<file path="config.mk">
export PLATFORM = sky130hd
export DESIGN_NAME = periodic_task_and_soft_timer_unit
export DESIGN_NICKNAME = d
export VERILOG_FILES = /design/src/rtl/core/ptstu_pkg.sv /design/src/rtl/core/ptstu_front.sv /design/src/rtl/core/ptstu_divchk.sv /design/src/rtl/core/ptstu_back.sv /design/src/rtl/core/periodic_task_and_soft_timer_unit.sv
export SDC_FILE = /design/constraint.sdc
export NUM_CORES = 2
export LEC_CHECK = 0
export BUFFER_PORTS_ARGS = -buffer_cell sky130_fd_sc_hd__buf_2
export CORE_AREA = 4 4 550 552
export DETAILED_ROUTE_END_ITERATION = 10
export DIE_AREA = 0 0 554 556
export PLACE_DENSITY_LB_ADDON = 0.12
export RECOVER_POWER = 100
export SLEW_MARGIN = 20
export SYNTH_ARGS = -nofsm -noshare
export SYNTH_HDL_FRONTEND = slang
export SYNTH_SLANG_ARGS = --single-unit
export TNS_END_PERCENT = 5
</file>
<file path="constraint.sdc">
create_clock -name aclk -period 11.9 [get_ports aclk]
set_input_delay 0.595 -clock aclk [delete_from_list [all_inputs] [get_ports aclk]]
set_output_delay 0.595 -clock aclk [all_outputs]
set_load 0.01 [all_outputs]
</file>
<file path="src/rtl/core/ptstu_pkg.sv">
// ----------------------------------------------------------------------------
// ptstu_pkg: shared types and constants
// Command codes, event kinds and the queue word passed from front to back.
// ----------------------------------------------------------------------------
package ptstu_pkg;

    localparam int NUM_SLOTS = 16;
    localparam int IDX_W     = 4;

    typedef enum logic [3:0] {
        CMD_TICK       = 4'd0,
        CMD_REG_TASK   = 4'd1,
        CMD_STOP_TASK  = 4'd2,
        CMD_START_TASK = 4'd3,
        CMD_SET_PERIOD = 4'd4,
        CMD_REG_TIMER  = 4'd5,
        CMD_RELOAD     = 4'd6,
        CMD_START_TMR  = 4'd7,
        CMD_STOP_TMR   = 4'd8,
        CMD_READ_TMR   = 4'd9
    } cmd_t;

    localparam logic [1:0] EV_REPLY = 2'd0;
    localparam logic [1:0] EV_EXPIRE = 2'd1;
    localparam logic [1:0] EV_DUE = 2'd2;
    localparam logic [1:0] EV_DONE = 2'd3;

    localparam logic [1:0] CFG_TICK_MS = 2'd0;
    localparam logic [1:0] CFG_TASKS = 2'd1;
    localparam logic [1:0] CFG_TIMERS = 2'd2;

    // Classified command handed from the front end to the back end.
    typedef struct packed {
        logic [3:0]  cmd;
        logic [7:0]  id;
        logic [31:0] val;
    } qword_t;

endpackage

</file>
<file path="src/rtl/core/ptstu_front.sv">
// ----------------------------------------------------------------------------
// ptstu_front: input stage and command queue
// Registers incoming words into a four-entry queue drained by the back end.
// ----------------------------------------------------------------------------
module ptstu_front (
    input  logic                 aclk,
    input  logic                 aresetn,
    input  logic                 in_valid,
    output logic                 in_ready,
    input  ptstu_pkg::qword_t    in_word,
    output logic                 q_valid,
    input  logic                 q_pop,
    output ptstu_pkg::qword_t    q_word
);

    ptstu_pkg::qword_t mem_reg [4];
    logic [1:0] wr_reg, rd_reg;
    logic [2:0] cnt_reg;
    logic push;

    assign in_ready = (cnt_reg != 3'd4);
    assign push = in_valid && in_ready;
    assign q_valid = (cnt_reg != 3'd0);
    assign q_word = mem_reg[rd_reg];

    always_ff @(posedge aclk) begin
        if (push) begin
            mem_reg[wr_reg] <= in_word;
        end
        if (!aresetn) begin
            wr_reg <= '0;
            rd_reg <= '0;
            cnt_reg <= '0;
        end else begin
            if (push) wr_reg <= wr_reg + 2'd1;
            if (q_pop) rd_reg <= rd_reg + 2'd1;
            cnt_reg <= cnt_reg + {2'd0, push} - {2'd0, q_pop};
        end
    end

endmodule

</file>
<file path="src/rtl/core/ptstu_divchk.sv">
// ----------------------------------------------------------------------------
// ptstu_divchk: serial divisibility check
// Restoring division of a 32-bit value by tick_ms, one bit per cycle.
// ----------------------------------------------------------------------------
module ptstu_divchk (
    input  logic        aclk,
    input  logic        aresetn,
    input  logic        start,
    input  logic [31:0] dividend,
    input  logic [15:0] divisor,
    output logic        done,
    output logic        is_mult
);

    logic [31:0] quo_reg;
    logic [16:0] rem_reg;
    logic [5:0]  cnt_reg;
    logic        busy_reg;
    logic [16:0] shifted;

    assign shifted = {rem_reg[15:0], quo_reg[31]};
    assign done = busy_reg && (cnt_reg == 6'd32);
    assign is_mult = (divisor != 16'd0) && (rem_reg == 17'd0);

    always_ff @(posedge aclk) begin
        if (!aresetn) begin
            busy_reg <= 1'b0;
            cnt_reg <= '0;
        end else if (start) begin
            busy_reg <= 1'b1;
            cnt_reg <= '0;
            quo_reg <= dividend;
            rem_reg <= '0;
        end else if (busy_reg) begin
            if (cnt_reg == 6'd32) begin
                busy_reg <= 1'b0;
            end else begin
                cnt_reg <= cnt_reg + 6'd1;
                quo_reg <= {quo_reg[30:0], 1'b0};
                if (divisor != 16'd0 && shifted >= {1'b0, divisor}) begin
                    rem_reg <= shifted - {1'b0, divisor};
                end else begin
                    rem_reg <= shifted;
                end
            end
        end
    end

endmodule

</file>
<file path="src/rtl/core/ptstu_back.sv">
// ----------------------------------------------------------------------------
// ptstu_back: command executor
// Sequencer that walks the timer and task tables and emits result words.
// ----------------------------------------------------------------------------
module ptstu_back (
    input  logic              aclk,
    input  logic              aresetn,
    input  logic [15:0]       tick_ms,
    input  logic [4:0]        tasks_in_use,
    input  logic [4:0]        timers_in_use,
    input  logic              q_valid,
    output logic              q_pop,
    input  ptstu_pkg::qword_t q_word,
    output logic              m_tvalid,
    input  logic              m_tready,
    output logic [39:0]       m_tdata,
    output logic              m_tlast,
    output logic [1:0]        m_tuser
);

    typedef enum logic [2:0] {
        S_IDLE, S_DIV, S_TMR, S_TSK, S_DONE, S_REPLY, S_OUT
    } state_t;

    localparam int IDX_W_L = ptstu_pkg::IDX_W;

    state_t state_reg, ret_reg;
    ptstu_pkg::qword_t cur_reg;
    logic [31:0] elapsed_reg;
    logic [4:0]  tasks_reg, timers_reg;
    logic [31:0] period_reg [ptstu_pkg::NUM_SLOTS];
    logic [31:0] last_reg [ptstu_pkg::NUM_SLOTS];
    logic [31:0] tout_reg [ptstu_pkg::NUM_SLOTS];
    logic [31:0] rem_reg [ptstu_pkg::NUM_SLOTS];
    logic [ptstu_pkg::NUM_SLOTS-1:0] en_reg, run_reg;
    logic [4:0]  idx_reg;
    logic        ov_reg;
    logic [1:0]  okind_reg;
    logic [4:0]  oslot_reg;
    logic        ook_reg, olast_reg;
    logic [31:0] oval_reg;

    logic [4:0] tl, ml;
    logic [IDX_W_L-1:0] ti, mi, wi;
    logic task_ok, timer_ok;
    logic div_start, div_done, div_mult;
    logic [31:0] diff;

    assign tl = (tasks_in_use > 5'd16) ? 5'd16 : tasks_in_use;
    assign ml = (timers_in_use > 5'd16) ? 5'd16 : timers_in_use;
    assign task_ok = (cur_reg.id != 8'd0) && (cur_reg.id <= {3'd0, tl});
    assign timer_ok = (cur_reg.id != 8'd0) && (cur_reg.id <= {3'd0, ml});
    assign ti = IDX_W_L'(cur_reg.id - 8'd1);
    assign mi = ti;
    assign wi = idx_reg[3:0];
    assign diff = elapsed_reg - last_reg[wi];

    assign q_pop = (state_reg == S_IDLE) && q_valid;
    assign div_start = q_pop;

    ptstu_divchk u_div (
        .aclk(aclk), .aresetn(aresetn), .start(div_start),
        .dividend(q_word.val), .divisor(tick_ms),
        .done(div_done), .is_mult(div_mult)
    );

    assign m_tvalid = ov_reg;
    assign m_tdata = {2'd0, oval_reg, ook_reg, oslot_reg};
    assign m_tlast = olast_reg;
    assign m_tuser = okind_reg;

    always_ff @(posedge aclk) begin
        if (!aresetn) begin
            state_reg <= S_IDLE;
            ret_reg <= S_IDLE;
            ov_reg <= 1'b0;
            elapsed_reg <= '0;
            tasks_reg <= '0;
            timers_reg <= '0;
            en_reg <= '0;
            run_reg <= '0;
            for (int k = 0; k < ptstu_pkg::NUM_SLOTS; k++) begin
                period_reg[k] <= '0;
                last_reg[k] <= '0;
                tout_reg[k] <= '0;
                rem_reg[k] <= '0;
            end
        end else begin
            case (state_reg)
                S_IDLE: begin
                    if (q_valid) begin
                        cur_reg <= q_word;
                        state_reg <= S_DIV;
                    end
                end
                S_DIV: begin
                    if (div_done) begin
                        idx_reg <= '0;
                        if (cur_reg.cmd == ptstu_pkg::CMD_TICK) begin
                            elapsed_reg <= elapsed_reg + {16'd0, tick_ms};
                            state_reg <= S_TMR;
                        end else begin
                            state_reg <= S_REPLY;
                        end
                    end
                end
                S_TMR: begin
                    if (idx_reg >= ml) begin
                        idx_reg <= '0;
                        state_reg <= S_TSK;
                    end else begin
                        idx_reg <= idx_reg + 5'd1;
                        if (run_reg[wi]) begin
                            if (rem_reg[wi] > {16'd0, tick_ms}) begin
                                rem_reg[wi] <= rem_reg[wi] - {16'd0, tick_ms};
                            end else begin
                                rem_reg[wi] <= '0;
                                run_reg[wi] <= 1'b0;
                                okind_reg <= ptstu_pkg::EV_EXPIRE;
                                oslot_reg <= idx_reg + 5'd1;
                                ook_reg <= 1'b1;
                                oval_reg <= '0;
                                olast_reg <= 1'b0;
                                ov_reg <= 1'b1;
                                ret_reg <= S_TMR;
                                state_reg <= S_OUT;
                            end
                        end
                    end
                end
                S_TSK: begin
                    if (idx_reg >= tl) begin
                        state_reg <= S_DONE;
                    end else begin
                        idx_reg <= idx_reg + 5'd1;
                        if (en_reg[wi] && diff >= period_reg[wi]) begin
                            last_reg[wi] <= elapsed_reg;
                            okind_reg <= ptstu_pkg::EV_DUE;
                            oslot_reg <= idx_reg + 5'd1;
                            ook_reg <= 1'b1;
                            oval_reg <= '0;
                            olast_reg <= 1'b0;
                            ov_reg <= 1'b1;
                            ret_reg <= S_TSK;
                            state_reg <= S_OUT;
                        end
                    end
                end
                S_DONE: begin
                    okind_reg <= ptstu_pkg::EV_DONE;
                    oslot_reg <= '0;
                    ook_reg <= 1'b1;
                    oval_reg <= '0;
                    olast_reg <= 1'b1;
                    ov_reg <= 1'b1;
                    ret_reg <= S_IDLE;
                    state_reg <= S_OUT;
                end
                S_REPLY: begin
                    okind_reg <= ptstu_pkg::EV_REPLY;
                    oslot_reg <= '0;
                    ook_reg <= 1'b0;
                    oval_reg <= '0;
                    olast_reg <= 1'b1;
                    ov_reg <= 1'b1;
                    ret_reg <= S_IDLE;
                    state_reg <= S_OUT;
                    case (cur_reg.cmd)
                        ptstu_pkg::CMD_REG_TASK: begin
                            if (div_mult && tasks_reg < tl) begin
                                period_reg[tasks_reg[3:0]] <= cur_reg.val;
                                last_reg[tasks_reg[3:0]] <= elapsed_reg;
                                en_reg[tasks_reg[3:0]] <= 1'b1;
                                tasks_reg <= tasks_reg + 5'd1;
                                oslot_reg <= tasks_reg + 5'd1;
                                ook_reg <= 1'b1;
                            end
                        end
                        ptstu_pkg::CMD_STOP_TASK, ptstu_pkg::CMD_START_TASK: begin
                            if (task_ok) begin
                                en_reg[ti] <= (cur_reg.cmd == ptstu_pkg::CMD_START_TASK);
                                oslot_reg <= cur_reg.id[4:0];
                                ook_reg <= 1'b1;
                            end
                        end
                        ptstu_pkg::CMD_SET_PERIOD: begin
                            if (task_ok && div_mult) begin
                                period_reg[ti] <= cur_reg.val;
                                last_reg[ti] <= elapsed_reg;
                                oslot_reg <= cur_reg.id[4:0];
                                ook_reg <= 1'b1;
                            end
                        end
                        ptstu_pkg::CMD_REG_TIMER: begin
                            if (cur_reg.val > {16'd0, tick_ms} && div_mult
                                && timers_reg < ml) begin
                                tout_reg[timers_reg[3:0]] <= cur_reg.val;
                                rem_reg[timers_reg[3:0]] <= cur_reg.val;
                                run_reg[timers_reg[3:0]] <= 1'b0;
                                timers_reg <= timers_reg + 5'd1;
                                oslot_reg <= timers_reg + 5'd1;
                                ook_reg <= 1'b1;
                            end
                        end
                        ptstu_pkg::CMD_RELOAD: begin
                            if (timer_ok) begin
                                tout_reg[mi] <= cur_reg.val;
                                rem_reg[mi] <= cur_reg.val;
                                run_reg[mi] <= 1'b1;
                                oslot_reg <= cur_reg.id[4:0];
                                ook_reg <= 1'b1;
                            end
                        end
                        ptstu_pkg::CMD_START_TMR: begin
                            if (timer_ok) begin
                                rem_reg[mi] <= tout_reg[mi];
                                run_reg[mi] <= 1'b1;
                                oslot_reg <= cur_reg.id[4:0];
                                ook_reg <= 1'b1;
                            end
                        end
                        ptstu_pkg::CMD_STOP_TMR: begin
                            if (timer_ok) begin
                                run_reg[mi] <= 1'b0;
                                oslot_reg <= cur_reg.id[4:0];
                                ook_reg <= 1'b1;
                            end
                        end
                        ptstu_pkg::CMD_READ_TMR: begin
                            if (timer_ok) begin
                                oval_reg <= rem_reg[mi];
                                oslot_reg <= cur_reg.id[4:0];
                                ook_reg <= 1'b1;
                            end
                        end
                        default: begin
                        end
                    endcase
                end
                S_OUT: begin
                    if (m_tready) begin
                        ov_reg <= 1'b0;
                        state_reg <= ret_reg;
                    end
                end
                default: state_reg <= S_IDLE;
            endcase
        end
    end

endmodule

</file>
<file path="src/rtl/core/periodic_task_and_soft_timer_unit.sv">
// ----------------------------------------------------------------------------
// periodic_task_and_soft_timer_unit: task dispatcher and software timers
// Top level joining the command queue, the executor and the config port.
// ----------------------------------------------------------------------------
// Commands enter on the s_ stream, one word per command: s_tdata carries
// the command, slot id and value. Results leave on the m_ stream; each
// command but a tick yields one reply word; a tick yields one per expired
// timer, one per due task and a closing done word marked by m_tlast.
// A four-word queue decouples acceptance from execution, so commands are
// taken while the executor is still busy, until the queue is full.
// The executor pulls a command from the queue into S_DIV and runs the
// serial divisibility check on its value (one quotient bit per cycle
// plus a finishing step); a reply then passes through S_REPLY and S_OUT.
// A tick instead walks the usable timers and then the usable tasks at one
// entry per cycle while no word waits in S_OUT, emitting each expiry or
// due word through S_OUT, and ends with the done word via S_DONE and S_OUT.
// A stalled receiver holds the executor on the current word; once the
// queue is full s_tready drops until the receiver takes words again.
// Reset (aresetn low, synchronous) clears all tables and counters and
// loads tick_ms 1 and 16 usable slots of each kind. Configuration writes
// on the cfg_ channel are always ready and should be made while idle.
// ----------------------------------------------------------------------------
module periodic_task_and_soft_timer_unit (
    input  logic        aclk,
    input  logic        aresetn,
    input  logic        s_tvalid,
    output logic        s_tready,
    input  logic [47:0] s_tdata,   // command[3:0], slot_id[11:4], value_word[43:12]
    output logic        m_tvalid,
    input  logic        m_tready,
    output logic [39:0] m_tdata,   // event_slot[4:0], ok_flag[5], value_out[37:6]
    output logic        m_tlast,
    output logic [1:0]  m_tuser,   // event_kind[1:0]
    input  logic        cfg_valid,
    output logic        cfg_ready,
    input  logic [1:0]  cfg_index,
    input  logic [31:0] cfg_data
);

    logic [15:0] tick_ms_reg;
    logic [4:0]  tasks_in_use_reg, timers_in_use_reg;
    ptstu_pkg::qword_t in_word, q_word;
    logic q_valid, q_pop;

    assign cfg_ready = 1'b1;
    assign in_word.cmd = s_tdata[3:0];
    assign in_word.id = s_tdata[11:4];
    assign in_word.val = s_tdata[43:12];

    always_ff @(posedge aclk) begin
        if (!aresetn) begin
            tick_ms_reg <= 16'd1;
            tasks_in_use_reg <= 5'd16;
            timers_in_use_reg <= 5'd16;
        end else if (cfg_valid) begin
            case (cfg_index)
                ptstu_pkg::CFG_TICK_MS: tick_ms_reg <= cfg_data[15:0];
                ptstu_pkg::CFG_TASKS: tasks_in_use_reg <= cfg_data[4:0];
                ptstu_pkg::CFG_TIMERS: timers_in_use_reg <= cfg_data[4:0];
                default: begin
                end
            endcase
        end
    end

    ptstu_front u_front (
        .aclk(aclk), .aresetn(aresetn),
        .in_valid(s_tvalid), .in_ready(s_tready), .in_word(in_word),
        .q_valid(q_valid), .q_pop(q_pop), .q_word(q_word)
    );

    ptstu_back u_back (
        .aclk(aclk), .aresetn(aresetn),
        .tick_ms(tick_ms_reg), .tasks_in_use(tasks_in_use_reg),
        .timers_in_use(timers_in_use_reg),
        .q_valid(q_valid), .q_pop(q_pop), .q_word(q_word),
        .m_tvalid(m_tvalid), .m_tready(m_tready), .m_tdata(m_tdata),
        .m_tlast(m_tlast), .m_tuser(m_tuser)
    );

endmodule
</file>
==> tab_implementation.tex <==
\begin{tabular}{lr}
\hline
Metric & Value \\
\hline
\multicolumn{2}{l}{\textbf{Synth}} \\
Count of yosys warnings during synthesis & 0 \\
Post-synthesis instance total & 8089 \\
Number of enable-type register cells in the synthesized netlist & 2363 \\
\#FFs+latches synth & 2489 \\
Distinct cell type count after synthesis & 89 \\
Synth Cell Area & 119000 um\^{}2 \\
Biggest area contributors in the synthesized netlist & sky130\_fd\_sc\_hd\_\_edfxtp\_1 60\%, sky130\_fd\_sc\_hd\_\_mux4\_2 16\%, sky130\_fd\_sc\_hd\_\_and2\_1 5.6\% \\
Cell accounting for the most synthesized area & sky130\_fd\_sc\_hd\_\_edfxtp\_1 \\
Most used DFF post-synth & sky130\_fd\_sc\_hd\_\_edfxtp\_1 \\
Sequential cell area fraction in the yosys report & 0.619 \\
Fraction of post-synthesis cell area in the top cell type by area & 0.598 \\
Ys async rst share & 0 \\
Mean post-synth cell area & 14.7 um\^{}2 \\
\multicolumn{2}{l}{\textbf{Power}} \\
Sw Pwr & 8.15 mW \\
Overall power after layout & 25.6 mW \\
Internal Dissipation & 17.5 mW \\
Clock Power Share & 0.330 \\
Part of the power in registers & 0.408 \\
Pwr per Cell Area & 192 nW/um\^{}2 \\
Maximum VDD drop & 159 uV \\
Leakage power summed over all cells & 45.4 nW \\
Part of the power in combinational logic & 0.262 \\
Switching share of power & 0.318 \\
\multicolumn{2}{l}{\textbf{Clock network}} \\
TritonCTS sink count & 2489 \\
CTS H-tree depth & 5 \\
CTS tree & built \\
Post-CTS setup buffers & 0 \\
Number of resized instances in the post-cts repair step & 0 \\
Clock slew seen by the registers of the worst setup and hold paths & 0.06 ns \\
Source-to-sink clock delay at the later pin of the worst-skew pair & 0.90 ns \\
CTS root buffer & sky130\_fd\_sc\_hd\_\_clkbuf\_16 \\
Inserted Clock Buffers & 288 \\
Number of buffers between clock root and the deepest sink & 4 \\
\multicolumn{2}{l}{\textbf{Layout}} \\
Commonest non-fill, non-tap cell in the layout & sky130\_fd\_sc\_hd\_\_edfxtp\_1 \\
Count of fill cells added during filler insertion & 26500 \\
Most used cells in the layout excluding fill and tap cells & 2363 x sky130\_fd\_sc\_hd\_\_edfxtp\_1, 982 x sky130\_fd\_sc\_hd\_\_nor2\_1, 837 x sky130\_fd\_sc\_hd\_\_mux4\_2 \\
Finished layout cell area & 134000 um\^{}2 \\
Final cell utilization of the core & 0.450 \\
Total Nets Final & 8464 \\
Area grow syn2layout & 12.6\% \\
Non-filler cells in the finished layout & 12400 \\
Share of cells above drive strength 1 & 0.198 \\
\multicolumn{2}{l}{\textbf{Worst setup path}} \\
Highest fanout seen on the critical path & 63 \\
Worst reg-to-reg setup slack & 1.43 ns \\
Number of buffer and inverter instances along the worst setup path & 3 \\
End of the worst register-to-register path & u\_back.rem\_reg[0][11] \\
Highest cell delay on the worst timing path & 2.65 ns \\
Required time of the worst setup path & 12.40 ns \\
Critical path class & in -> reg \\
Sort of element at the end of the critical path & flip-flop \\
Critical path startpoint category & input port \\
Master of the slowest instance on the critical path & sky130\_fd\_sc\_hd\_\_clkinvlp\_2 \\
Arr. time, crit path & 11.08 ns \\
R2r worst-path depth & 17 \\
Cell Chain, Critical Path & clkbuf\_1, clkinvlp\_2, nor2\_1, nand2\_1, nor3\_2, nor3\_1, o211a\_1, nand2\_4, clkbuf\_1, nor2\_1 \\
Cell class contributing the biggest share of worst-path delay & buffers and inverters \\
\multicolumn{2}{l}{\textbf{Global routing}} \\
Antenna violations before repair & 20 \\
Global-route total usage across every layer & 0.246 \\
Met3 track demand over resource in global routing & 0.0448 \\
Vias in the first global route & 74100 \\
Met1 Resource Use GR & 0.344 \\
Pin count of the biggest net entering global routing & 140 \\
Highest-utilization routing layer at the global route stage & met2 \\
First-pass GRT wire length & 549 mm \\
Global route total overflow & 0 \\
Met2 demand-to-capacity share in global routing & 0.392 \\
\multicolumn{2}{l}{\textbf{Route}} \\
Routed length per instance & 31.1 um \\
First-pass iteration count of the detailed router & 6 \\
Remaining design rule violation count & 0 \\
Number of antenna-violating nets in the routed design & 0 \\
Via density per instance & 5.91 \\
Total via count in the routed design & 73100 \\
Total wire length & 385 mm \\
First DRT Iteration DRCs & 8351 \\
\multicolumn{2}{l}{\textbf{Die}} \\
Die area & 308000 um\^{}2 \\
Core Footprint & 297000 um\^{}2 \\
Chip Width & 554 um \\
Number of placed I/O pins & 133 \\
Die outline height & 556 um \\
Core Rows & 200 \\
Starting density of the core & 0.400 \\
\multicolumn{2}{l}{\textbf{Place}} \\
Post-Place Cell Area & 125000 um\^{}2 \\
DP HPWL & 224 mm \\
Placer Congestion & 0.890 \\
Number of port buffers & 109 \\
Worst slack at placement & 2.31 ns \\
Placed cell count & 11800 \\
\multicolumn{2}{l}{\textbf{Min path}} \\
Kind of path behind the tightest hold check & in -> reg \\
Hold Crit Start & m\_tready \\
Worst hold path cell count & 3 \\
Hold Crit Endpoint & u\_back.m\_tvalid \\
\multicolumn{2}{l}{\textbf{STA}} \\
Worst hold-check slack & 0.176 ns \\
Unrepaired setup endpoints after global routing & false \\
Rel. slew slack & -1.93 \\
Number of setup violations in the final report & 0 \\
Minimum clock period & 10.58 ns \\
Maximum clock frequency & 94.5 MHz \\
Setup clock skew after layout & 0.0571 ns \\
Transition time of the tightest slew-check pin & 4.40 ns \\
Post-route worst setup slack & 1.32 ns \\
Final hold violation count & 0 \\
Setup TNS & 0 ns \\
Period Utilization, post-route & 0.889 \\
Final Max Tran Viols & 1936 \\
\multicolumn{2}{l}{\textbf{Run status}} \\
Failing checks & max-capacitance violations, max-slew violations \\
Run status & complete, but fails checks \\
\multicolumn{2}{l}{\textbf{Run}} \\
Max Cap Viol & 62 \\
\hline
\end{tabular}
-- how the worst max path moves through the flow --
stage	cells past startpoint	slack, ns	endpoint	start
4_1_cts	24	2.27	u_back.last_reg[2][15]	flip-flop
5_1_grt	17	0.98	u_back.rem_reg[10][5]	flip-flop
3_3_place_gp	23	2.29	u_back.last_reg[12][3]	flip-flop
3_5_place_dp	24	2.31	u_back.last_reg[2][9]	flip-flop
2_1_floorplan	26	2.65	u_back.last_reg[13][0]	flip-flop
6_report	10	1.32	u_back.rem_reg[11][27]	aresetn
-- repair_timing --
action	CTS	global route
hold endpoints to repair	201	0
hold buffers	60	0
setup endpoints to repair	0	0
-- synthesized netlist by cell type, types with 14 or more instances --
cell type,n
sky130_fd_sc_hd__o211ai_1,14
sky130_fd_sc_hd__a31oi_1,60
sky130_fd_sc_hd__o21ai_0,143
sky130_fd_sc_hd__a21o_1,41
sky130_fd_sc_hd__and3_1,18
sky130_fd_sc_hd__a31o_2,17
sky130_fd_sc_hd__buf_1,71
sky130_fd_sc_hd__ha_1,181
sky130_fd_sc_hd__and2_1,1060
sky130_fd_sc_hd__nand4_1,32
sky130_fd_sc_hd__edfxtp_1,2363
sky130_fd_sc_hd__dfxtp_1,126
sky130_fd_sc_hd__xor2_1,42
sky130_fd_sc_hd__or3_1,22
sky130_fd_sc_hd__nand2_1,344
sky130_fd_sc_hd__o21a_1,27
sky130_fd_sc_hd__nor3_1,198
sky130_fd_sc_hd__clkbuf_1,554
sky130_fd_sc_hd__a211oi_1,38
sky130_fd_sc_hd__a22o_1,15
sky130_fd_sc_hd__nor2b_1,67
sky130_fd_sc_hd__xnor2_1,67
sky130_fd_sc_hd__o22ai_1,24
sky130_fd_sc_hd__nand2b_1,18
sky130_fd_sc_hd__inv_1,131
sky130_fd_sc_hd__nor3b_1,96
sky130_fd_sc_hd__nor4_1,27
sky130_fd_sc_hd__mux2i_1,34
sky130_fd_sc_hd__nor2_1,1007
sky130_fd_sc_hd__a221oi_1,15
sky130_fd_sc_hd__mux4_2,837
sky130_fd_sc_hd__nand3_1,41
sky130_fd_sc_hd__a21oi_1,135
sky130_fd_sc_hd__a22oi_1,36
-- final cells by class --
class                           instances  area [um^2]  share of cell area
Sequential cell                      2489        73500               0.550
Clock buffer                          362         7670              0.0574
Tap cell                             3939         4930              0.0369
Multi-Input combinational cell       4815        43000               0.322
Inverter                              136          512             0.00383
Clock inverter                        143         1110             0.00830
Timing Repair Buffer                  461         2950              0.0220
Antenna cell                           12         30.0            0.000225
-- layer usage --
| layer | up-vias | wire [um] |
|---|---|---|
| met5 | - | 69 |
| met4 | 10 | 13700 |
| met3 | 620 | 32000 |
| met2 | 3177 | 179000 |
| met1 | 38500 | 160000 |
| li1 | 30800 | - |
-- cell families (layout without fill, tap and decap cells) --
family | count (synthesis) | count (layout) | synth area share
mux | 882 | 882 | 0.163
simple gates | 2980 | 2980 | 0.128
xor+xnor | 109 | 109 | 0.00804
other cells | 2 | 15 | 0.0000633
buf+inv | 786 | 1102 | 0.0256
flops | 2489 | 2489 | 0.619
compound gates | 655 | 655 | 0.0369
fa+ha+maj | 186 | 186 | 0.0199
-- worst reg2reg max path: cells and delay by family (launching register included) --
family	cells	cell delay, ns
AO/OA/AOI/OAI	6	2.75
AND/OR/NAND/NOR	3	0.34
flip-flops	1	0.99
buffers and inverters	5	4.42
multiplexers	2	1.29
adder cells (fa/ha/maj)	1	0.38
-- power groups by stage --
stage,clock (mW),combinational (mW),sequential (mW)
finish,8.46,6.72,10.5
CTS,8.63,6.75,10.4
floorplan,0,4.30,10.5
global placement,0,6.65,10.6
global route,9.00,7.15,10.5
detailed placement,0,6.70,10.6
(Power assumes the default switching activity.)
